--- config.mk ---
export PLATFORM = sky130hd
export DESIGN_NAME = nps_sq_unit
export DESIGN_NICKNAME = d
export VERILOG_FILES = /design/src/design/nps_pkg.sv /design/src/design/nps_sq_unit.sv
export SDC_FILE = /design/constraint.sdc
export NUM_CORES = 1
export LEC_CHECK = 0
export CORE_AREA = 2 2 231 233
export DETAILED_ROUTE_END_ITERATION = 16
export DIE_AREA = 0 0 233 235
export DONT_BUFFER_PORTS = 1
export GPL_ROUTABILITY_DRIVEN = 1
export PLACE_DENSITY = 0.64
export SKIP_CTS_REPAIR_TIMING = 1
export SLEW_MARGIN = 10
export SYNTH_ARGS = -nofsm -noshare
export SYNTH_HDL_FRONTEND = slang
export SYNTH_SLANG_ARGS = --single-unit
export TNS_END_PERCENT = 20
--- constraint.sdc ---
create_clock -name i_clk -period 12.6 [get_ports i_clk]
set_input_delay 2.52 -clock i_clk [delete_from_list [all_inputs] [get_ports i_clk]]
set_output_delay 2.52 -clock i_clk [all_outputs]
set_load 0.02 [all_outputs]
--- src/design/nps_pkg.sv ---
// nps_pkg: shared types and constants for the nearest point search block
// used by nps_sq_unit and nearest_point_search; no dependencies
`timescale 1ns / 1ps
`default_nettype none

package nps_pkg;

    // fixed field widths of the interface
    localparam int SLOT_W    = 10;   // point_index
    localparam int CNT_W     = 11;   // point_count register
    localparam int IDX_OUT_W = 11;   // nearest_index
    localparam int DIST_W    = 50;   // nearest_dist_sq

    // square unit: magnitudes up to MUL_W bits are squared exactly
    localparam int MUL_W   = 25;
    localparam int WIDE_W  = 33;     // room for the largest coordinate difference
    localparam int SQ_W    = DIST_W + 1;
    localparam int ACC_W   = DIST_W + 2;

    localparam logic [DIST_W-1:0]    DIST_MAX = {DIST_W{1'b1}};
    localparam logic [SQ_W-1:0]      SQ_SAT   = {1'b1, {DIST_W{1'b0}}};
    localparam logic [IDX_OUT_W-1:0] NO_INDEX = {IDX_OUT_W{1'b1}};

    // input word kinds
    localparam logic MODE_LOAD  = 1'b0;
    localparam logic MODE_QUERY = 1'b1;

    typedef enum logic [2:0] {
        ST_IDLE,
        ST_X,
        ST_Y,
        ST_Z,
        ST_SUM,
        ST_FIN
    } t_state;

endpackage

`default_nettype wire

--- src/design/nps_sq_unit.sv ---
// nps_sq_unit: registered squared difference of two signed coordinates
// saturates at 2^50 when the difference exceeds 25 bits; uses nps_pkg
`timescale 1ns / 1ps
`default_nettype none

module nps_sq_unit #(
    parameter int COORD_BITS = 24
) (
    input  wire                           i_clk,
    input  wire signed [COORD_BITS-1:0]   i_a,
    input  wire signed [COORD_BITS-1:0]   i_b,
    output logic [nps_pkg::SQ_W-1:0]      o_sq
);
    import nps_pkg::*;

    localparam int DW = COORD_BITS + 1;

    logic signed [DW-1:0]      diff;
    logic [DW-1:0]             mag;
    logic [WIDE_W-1:0]         mag_wide;
    logic                      sat;
    logic [2*MUL_W-1:0]        prod;
    logic [SQ_W-1:0]           r_sq;
    logic [SQ_W-1:0]           n_sq;

    always_comb begin
        diff     = {i_a[COORD_BITS-1], i_a} - {i_b[COORD_BITS-1], i_b};
        mag      = diff[DW-1] ? DW'(-diff) : DW'(diff);
        mag_wide = WIDE_W'(mag);
        sat      = |mag_wide[WIDE_W-1:MUL_W];
        prod     = mag_wide[MUL_W-1:0] * mag_wide[MUL_W-1:0];
        n_sq     = sat ? SQ_SAT : SQ_W'(prod);
    end

    always_ff @(posedge i_clk) begin
        r_sq <= n_sq;
    end

    assign o_sq = r_sq;

endmodule

`default_nettype wire

Word-level counts from Yosys, hierarchy flattened. Cells that the tools add are included.

Add/subtract/negate cells: 2. $mul: 1. Divide/modulo/power cells: 0. Order comparisons: 0. Equality and inequality tests: 0. Shift-type cells: 0. Multiplexer cells: 1. Bitwise gates (word level): 0. Reductions and logical operators: 0.

Operators with widths (number): multiplier 25 x 25 -> 50 bit (1); two-way mux 25 bit (1); negation 25 bit (1); subtractor 24 x 24 -> 25 bit (1).

Flip-flop bits (word level): 50. Latch bits: 0. Memory bits (writable): 0. ROM bits: 0. Input port bits: 49. Output and inout bits: 51. Word-level logic and storage cells: 5. Memories: 0.

Logic depth before layout (Yosys ltp). Gate-level depths: netlist (run 1).

Depth in word-level cells: 4. Mapped depth: 40. Gate-level depth less buffers: 38.

Least setup slack after synthesis (run 1). OpenSTA, ideal clock, no wires.

Kind: in2reg. Start point: input i_a[0]. End point: register r_sq[48] (netlist: o_sq[48]). Setup time: 0.122 ns. Data arrival time: 11.247 ns. Required time: 12.478 ns. Setup slack: 1.231 ns. Cell stages on the path: 38. Buffers on the path: 2. Path through: inv_1 ha_1 fa_1 nand2b_1 a21oi_1 o2111ai_1 a21boi_0 nor2_1 nor4_1 and3_1 a21o_1 xnor2_2 buf_2 nor2_1 fa_1 inv_1 fa_1 inv_1 (+2 left out) fa_1 inv_1 fa_1 fa_1 inv_1 fa_1 inv_1 ha_1 clkbuf_1 o21a_1 a211oi_1 o31ai_1 nand2_1 a21oi_1 o2111ai_1 a31oi_1 nor4_1 a311o_1.

Longest elaborated chain between the ends: 4.

RTL lines: start, declared (line nps_sq_unit.sv:10) `input wire signed [COORD_BITS-1:0] i_a,`; subtractor 24 x 24 -> 25 bit * (line nps_sq_unit.sv:27) `diff = {i_a[COORD_BITS-1], i_a} - {i_b[COORD_BITS-1], i_b};`; negation 25 bit (line nps_sq_unit.sv:28) `mag = diff[DW-1] ? DW'(-diff) : DW'(diff);`; two-way mux 25 bit * (line nps_sq_unit.sv:28); multiplier 25 x 25 -> 50 bit * (line nps_sq_unit.sv:31) `prod = mag_wide[MUL_W-1:0] * mag_wide[MUL_W-1:0];`; named net prod[48] (line nps_sq_unit.sv:22) `logic [2*MUL_W-1:0] prod;`; end signal, assigned (line nps_sq_unit.sv:36) `r_sq <= n_sq;`; end, declared (line nps_sq_unit.sv:23) `logic [SQ_W-1:0] r_sq;`.

The timed path passes the listed nets; every way through them passes the cells marked *.

Final worst setup path (run 1).
Start point: input i_b[12]. End point: register r_sq[48] (netlist: o_sq[48]).

Longest elaborated chain between the ends: 4.

RTL lines: start, declared (line nps_sq_unit.sv:11) `input wire signed [COORD_BITS-1:0] i_b,`; subtractor 24 x 24 -> 25 bit * (line nps_sq_unit.sv:27); negation 25 bit (line nps_sq_unit.sv:28); two-way mux 25 bit * (line nps_sq_unit.sv:28); multiplier 25 x 25 -> 50 bit * (line nps_sq_unit.sv:31); named net prod[48] (line nps_sq_unit.sv:22).

Marks and branches as above.

==> results of run 1 <==
cell usage after synthesis, types with 6 or more instances:
| master | number | area (µm²) |
|---|---|---|
| inv_1 | 606 | 2270 |
| fa_1 | 469 | 9390 |
| nor2_1 | 229 | 860 |
| ha_1 | 204 | 2550 |
| nand2_1 | 191 | 717 |
| a21oi_1 | 61 | 305 |
| dfxtp_1 | 49 | 981 |
| xnor2_1 | 47 | 412 |
| o21ai_0 | 39 | 195 |
| buf_2 | 31 | 155 |
| xor2_1 | 31 | 272 |
| a21o_1 | 30 | 225 |
| nand2b_1 | 30 | 188 |
| clkbuf_1 | 29 | 109 |
| nand3_1 | 22 | 110 |
| o21a_1 | 14 | 105 |
| inv_2 | 12 | 45.0 |
| nor2b_1 | 12 | 75.1 |
| nor3_1 | 11 | 55.1 |
| a31oi_1 | 10 | 62.6 |
| and3_1 | 10 | 62.6 |
| a211oi_1 | 7 | 52.6 |
| and2_1 | 7 | 43.8 |
| o211ai_1 | 7 | 52.6 |
| nor4_1 | 6 | 37.5 |
| o21ai_1 | 6 | 30.0 |
| xnor2_2 | 6 | 97.6 |
critical path: cells and delay by family:
| family | cells | cell delay [ns] |
|---|---|---|
| adder cells (fa/ha/maj) | 9 | 4.32 |
| AO/OA/AOI/OAI | 10 | 2.08 |
| AND/OR/NAND/NOR | 7 | 1.87 |
| XOR/XNOR | 2 | 0.60 |
| buffers and inverters | 8 | 0.87 |
per-stage QoR:
step	hold WS (ns)	utilization [%]	setup WS, ns
after detailed placement	2.86	41.5	0.000881
final	3.03	41.9	0.550
after global routing	3.06	41.9	0.0427
after global placement	2.86	41.5	0.0917
after CTS	3.01	41.8	0.341
after floorplan	2.86	-	1.23
kinds of logic (layout without fill, tap and decap cells):
kind of cell / count (synthesis) / count (layout) / share of synthesized area, %
xor+xnor: 89 / 89 / 4.23
mux: 5 / 5 / 0.261
flops: 49 / 49 / 4.75
simple gates: 556 / 556 / 11.9
buf+inv: 689 / 688 / 12.9
compound gates: 241 / 241 / 7.99
fa+ha+maj: 673 / 673 / 57.9
other cells: 2 / 20 / 0.0364
final timing paths:
| check | to | slack, ns | cells after the start |
|---|---|---|---|
| worst max-delay path | o_sq[48] | 0.55 | 36 |
| worst min-delay path | o_sq[0] | 3.03 | 3 |
final cells by class:
cell class	count	area, µm²
Clock inverter	3	43.8
Sequential cell	49	981
Multi-Input combinational cell	1584	17100
Timing Repair Buffer	60	450
Tap cell	688	861
Inverter	620	2330
Clock buffer	5	125
Fill cell	5149	30300
layer usage:
metal  up-vias  track usage, %
met5         -               0
met4         0            8.20
met3       134            5.12
met2       551            36.8
met1      7643            25.9
li1       6914               -
==> flow_summary_export.csv, run 1 <==
group,metric,value,unit
worst_setup_path,required,12.81,ns
routing,wl_met3,4390,µm
cts,cts_tree,"done",
routing,m1WireLength,21700,µm
worst_setup_path,cp-start-kind,"input port",
floorplan,die_area,54800,µm²
floorplan,die_h,235,µm
cts,cts_buffers,5,
finish,area_growth,6.11,%
worst_setup_path,arrival,12.26,ns
global_route,antenna_found_initial,1,
worst_setup_path,cp_slowest_cell,"nor4_1",
floorplan,fp.coreArea,52200,µm²
routing,drt-total-wl,55400,µm
timing,relSlewSlack,37.2,%
timing,rsz0062_at_grt,"no",
routing,via_per_inst,5.07,
timing,hold_violations,0,
logic_synthesis,netlist_area,20600,µm²
timing,slew_viol_final,0,
logic_synthesis,synth_cell_type_count,91,
placed_design,post-place-cells,3000,
logic_synthesis,postSynthCellCount,2304,
timing,fin_setup_tns,0,ns
status,status,"finished clean",
floorplan,die-width,233,µm
logic_synthesis,synth-warning-count,0,
cts,h-tree-depth,2,
logic_synthesis,yosysSeqAreaShare,4.75,%
timing,setup_violations,0,
routing,dr.pass1.iters,6,
placed_design,dpl_cell_area,21700,µm²
timing,fmax,0.0830,GHz
floorplan,ios,100,
worst_setup_path,cp_max_fo,13,
worst_setup_path,timing_worst_setup_path_type,"in2reg",
finish,fin_area,21900,µm²
timing,tightest_slew,0.938,ns
min_path,hold_start,"i_b[0]",
global_route,grt_max_degree,23,
routing,highest_layer,"met4",
finish,layout_common_cells,"inv_1 (606), fa_1 (469), nor2_1 (229), ha_1 (204), nand2_1 (190)",
floorplan,initial_core_util,39.5,%
finish,drive_gt1_share,5.51,%
global_route,grtUsageTotal,21.5,%
worst_setup_path,cp_common_cell,"fa_1",
placed_design,io_buffer_count,0,
global_route,grt-ovfl-total,0,
job,drv_cap,0,
min_path,hold_path.class,"in2reg",
worst_setup_path,critPathLaunch,"i_b[12]",
routing,met2_wirelength,26900,µm
finish,final_common_cell,"inv_1",
logic_synthesis,synth_top_flop_cell,"dfxtp_1",
cts,clk_pin_slew,0.08,ns
routing,wire_per_inst,18.4,µm
timing,finalCritPeriodShare,95.6,%
global_route,grt_pass1_wl,90800,µm
cts,cts_root_buf,"clkbuf_16",
logic_synthesis,synth-seq-cells,49,
worst_setup_path,max_stage_delay,0.57,ns
logic_synthesis,avgSynthCellArea,8.95,µm²
finish,n_antenna_cell,0,
cts,clock_sinks,49,
worst_setup_path,endpoint_kind,"register",
global_route,grt_pass1_vias,17100,
routing,ant_nets,0,
logic_synthesis,ys_async_sr_fraction,0,%
logic_synthesis,synth_enable_flop_cells,0,
routing,vias,15200,
floorplan,rows,84,
routing,first_iter_violations,1044,
finish,largest_reg_flops,49,
cts,clockBufferDepth,2,
finish,num-nets-final,3042,
placed_design,gp_congestion,0.931,
finish,layout.cells.non_filler,3009,
timing,period_minus_slack,12.05,ns
placed_design,dp_hpwl,47300,µm
routing,drc,0,
Power of run 1 is left out: the tool's default activity adds up to more than one toggle a clock period on the data nets, which glitch-free logic cannot reach.
==> run 2, diff against run 1 <==
--- a/config.mk
+++ b/config.mk
@@ -10,7 +10,7 @@
 export DIE_AREA = 0 0 233 235
 export DONT_BUFFER_PORTS = 1
 export GPL_ROUTABILITY_DRIVEN = 1
-export PLACE_DENSITY = 0.64
+export PLACE_DENSITY_LB_ADDON = 0.12
 export SKIP_CTS_REPAIR_TIMING = 1
 export SLEW_MARGIN = 10
 export SYNTH_ARGS = -nofsm -noshare
==> flow_summary_export.csv, run 2 (synthesized netlist as in run 1, its figures left out) <==
group,metric,value,unit
routing,drc,0,
routing,wl_met3,2240,µm
worst_setup_path,endpoint_kind,"register",
floorplan,die-width,233,µm
cts,cts_buffers,5,
min_path,hold_path.class,"in2reg",
global_route,grt_pass1_wl,93300,µm
timing,finalCritPeriodShare,97.1,%
timing,hold_violations,0,
timing,whs,3.08,ns
global_route,grt_max_degree,24,
finish,n_antenna_cell,0,
finish,largest_reg_flops,49,
placed_design,gp_congestion,0.894,
worst_setup_path,cp-start-kind,"input port",
cts,clock_sinks,49,
floorplan,rows,84,
worst_setup_path,critPathLaunch,"i_a[0]",
timing,relSlewSlack,52.7,%
finish,num-nets-final,3059,
timing,rsz0062_at_grt,"yes",
global_route,grtUsageTotal,22.3,%
worst_setup_path,required,12.86,ns
worst_setup_path,max_stage_delay,0.60,ns
job,drv_cap,0,
routing,ant_nets,0,
finish,layout.cells.non_filler,3026,
timing,setup_violations,0,
floorplan,ios,100,
global_route,grt-ovfl-total,0,
placed_design,dp_hpwl,50100,µm
routing,highest_layer,"met5",
routing,dr.pass1.iters,5,
routing,met2_wirelength,28500,µm
worst_setup_path,cp_slowest_cell,"or4b_4",
finish,area_growth,6.54,%
finish,drive_gt1_share,6.12,%
routing,wire_per_inst,19.0,µm
finish,layout_common_cells,"inv_1 (606), fa_1 (469), nor2_1 (229), ha_1 (204), nand2_1 (191)",
routing,drt-total-wl,57400,µm
global_route,antenna_found_initial,1,
worst_setup_path,timing_worst_setup_path_type,"in2reg",
timing,fmax,0.0817,GHz
placed_design,io_buffer_count,0,
status,status,"finished clean",
floorplan,die_h,235,µm
routing,first_iter_violations,720,
cts,cts_root_buf,"clkbuf_16",
floorplan,initial_core_util,39.5,%
worst_setup_path,crit_end,"o_sq[48]",
finish,nFillCells,5251,
cts,clockBufferDepth,2,
worst_setup_path,arrival,12.50,ns
cts,clk_pin_slew,0.10,ns
timing,slew_viol_final,0,
cts,cts_tree,"done",
cts,h-tree-depth,2,
floorplan,die_area,54800,µm²
timing,tightest_slew,0.706,ns
worst_setup_path,cp_common_cell,"fa_1",
finish,register_area,981,µm²
routing,via_per_inst,4.93,
routing,vias,14900,
worst_setup_path,cp_max_fo,12,
finish,multi_input_area,17100,µm²
floorplan,fp.coreArea,52200,µm²
routing,m1WireLength,25100,µm
global_route,grt_pass1_vias,16800,
finish,final_common_cell,"inv_1",
timing,period_minus_slack,12.24,ns
placed_design,post-place-cells,3018,
[run 2: cell types whose count changed in the layout (fill, tap and decap cells not counted), sizes merged]
cell      before  now
buf           60   77
inv          619  618
clkbuf         5    6
clkinv         3    2
bufinv         1    0
clkinvlp       0    2
[run 2: area by class of cell]
class                   instances  area share [%]
repair buffers                 77            2.69
multi-input cells            1584            77.7
clock buffers                   6           0.586
well taps                     688            3.92
flip-flops and latches         49            4.46
clock inverters                 2          0.0683
inverters                     620            10.6
[run 2: metrics by stage]
step / setup slack, ns / instance area (µm²) / util, % / TNS [ns]
2_1_floorplan: 1.23 / 20700 / - / 0
3_3_place_gp: 0.0542 / 21800 / 41.8 / 0
3_5_place_dp: 0.0436 / 21800 / 41.8 / 0
4_1_cts: 0.391 / 22000 / 42.1 / 0
5_1_grt: -0.103 / 22000 / 42.1 / -0.103
6_report: 0.362 / 22000 / 42.1 / 0
[run 2: worst min-delay path by stage]
stage / start / endpoint / slack, ns / cells past startpoint
after CTS: i_b[0] / o_sq[3] / 3.07 / 4
after detailed placement: o_sq[20] / o_sq[20] / 2.86 / 0
final: i_b[0] / o_sq[3] / 3.08 / 4
after floorplan: o_sq[0] / o_sq[0] / 2.86 / 0
after global placement: o_sq[16] / o_sq[16] / 2.86 / 0
after global routing: i_b[0] / o_sq[3] / 3.12 / 4
[run 2: routing by layer]
metal / global-route usage [%] / vias up
met5: 1.25 / -
met3: 2.86 / 67
li1: - / 6952
met1: 29.0 / 7605
met2: 38.8 / 304
met4: 5.79 / 4
[run 2: worst max-delay path: cells and delay by family]
family,cells,cell delay (ns)
buf+inv,10,1.12
compound gates,12,2.87
fa+ha+maj,10,4.45
simple gates,5,1.31
xor+xnor,1,0.20
Power of run 2 is left out for the same reason.
==> run 3, diff against run 2 <==
--- a/config.mk
+++ b/config.mk
@@ -5,6 +5,8 @@
 export SDC_FILE = /design/constraint.sdc
 export NUM_CORES = 1
 export LEC_CHECK = 0
+export CELL_PAD_IN_SITES_DETAIL_PLACEMENT = 1
+export CELL_PAD_IN_SITES_GLOBAL_PLACEMENT = 2
 export CORE_AREA = 2 2 231 233
 export DETAILED_ROUTE_END_ITERATION = 16
 export DIE_AREA = 0 0 233 235
==> flow_summary_export.csv, run 3 (synthesized netlist as in run 1, its figures left out) <==
group,metric,value,unit
min_path,whs_path_depth,5,
min_path,hold_path.class,"in2reg",
timing,relSlewSlack,59.0,%
global_route,grt-ovfl-total,0,
global_route,grt_max_degree,23,
global_route,grt_pass1_vias,17700,
worst_setup_path,cp-start-kind,"input port",
worst_setup_path,endpoint_kind,"register",
finish,area_growth,7.67,%
global_route,grt_pass1_wl,100000,µm
cts,clock_sinks,49,
worst_setup_path,timing_worst_setup_path_type,"in2reg",
routing,ant_nets,0,
routing,first_iter_violations,515,
cts,clk_pin_slew,0.08,ns
finish,final_common_cell,"inv_1",
worst_setup_path,arrival,12.33,ns
floorplan,initial_core_util,39.5,%
finish,drive_gt1_share,7.18,%
timing,rsz0062_at_grt,"no",
global_route,grtUsageTotal,24.0,%
placed_design,post-place-cells,3035,
timing,fmax,0.0827,GHz
routing,wire_per_inst,20.4,µm
placed_design,dpl_cell_area,22000,µm²
timing,setup_violations,0,
cts,cts_tree,"done",
timing,period_minus_slack,12.09,ns
worst_setup_path,cp_max_fo,9,
finish,layout_common_cells,"inv_1 (606), fa_1 (469), nor2_1 (228), ha_1 (203), nand2_1 (190)",
cts,cts_buffers,5,
worst_setup_path,cp_slowest_cell,"nor4_1",
floorplan,die_area,54800,µm²
routing,via_per_inst,4.95,
worst_setup_path,max_stage_delay,0.56,ns
routing,drc,0,
cts,cts_root_buf,"clkbuf_16",
finish,n_antenna_cell,0,
placed_design,io_buffer_count,0,
timing,finalCritPeriodShare,96.0,%
routing,vias,15100,
finish,num-nets-final,3076,
floorplan,fp.coreArea,52200,µm²
placed_design,gp_congestion,0.896,
floorplan,rows,84,
timing,slew_viol_final,0,
floorplan,die-width,233,µm
worst_setup_path,cp_common_cell,"inv_1",
finish,largest_reg_flops,49,
timing,hold_violations,0,
worst_setup_path,path_depth,40,
cts,h-tree-depth,2,
worst_setup_path,critical_path_buf_inv_count,12,
finish,fin_area,22200,µm²
floorplan,die_h,235,µm
finish,final_core_util,42.5,%
routing,drt-total-wl,62000,µm
finish,layout.cells.non_filler,3043,
timing,tightest_slew,0.607,ns
job,drv_cap,0,
worst_setup_path,required,12.84,ns
global_route,antenna_found_initial,1,
placed_design,dp_hpwl,54200,µm
floorplan,ios,100,
routing,dr.pass1.iters,4,
status,status,"finished clean",
worst_setup_path,critPathTopFamily,"adder cells",
cts,clockBufferDepth,2,
## run 3: path summary, 6_finish.rpt
| path | start | to | slack (ns) |
|---|---|---|---|
| setup / recovery | i_b[12] | o_sq[48] | 0.51 |
| hold / removal | i_b[0] | o_sq[2] | 3.01 |
## run 3: routing by layer
metal	part of all wire [%]	global-route usage [%]	wire (µm)	vias up
li1	-	-	-	6991
met4	1.7	4.75	1070	0
met1	46	32.1	28300	7782
met3	3.4	3.24	2120	50
met2	49	41.5	30600	229
met5	0	0	0	-
## run 3: metrics by stage
step	TNS, ns	worst slack (ns)	hold slack [ns]
after floorplan	0	1.23	2.86
after global placement	0	0.118	2.86
after detailed placement	-0.105	-0.105	2.86
after CTS	0	0.209	3.01
after global routing	0	0.0149	3.02
final	0	0.507	3.01
## run 3: cell type report
cell class              instances  area [µm²]
clock buffers                   6         139
clock inverters                 2        37.5
inverters                     620        2330
fillers                      6107       30000
multi-input cells            1584       17100
flip-flops and latches         49         981
well taps                     688         861
repair buffers                 94         738
## run 3: tightest hold or removal path, delay by kind of cell
family / cells / cell delay [ns]
and+or+nand+nor: 2 / 0.21
adders and majority gates: 2 / 0.30
AOI/OAI and AO/OA: 1 / 0.28
Power of run 3 is left out for the same reason.
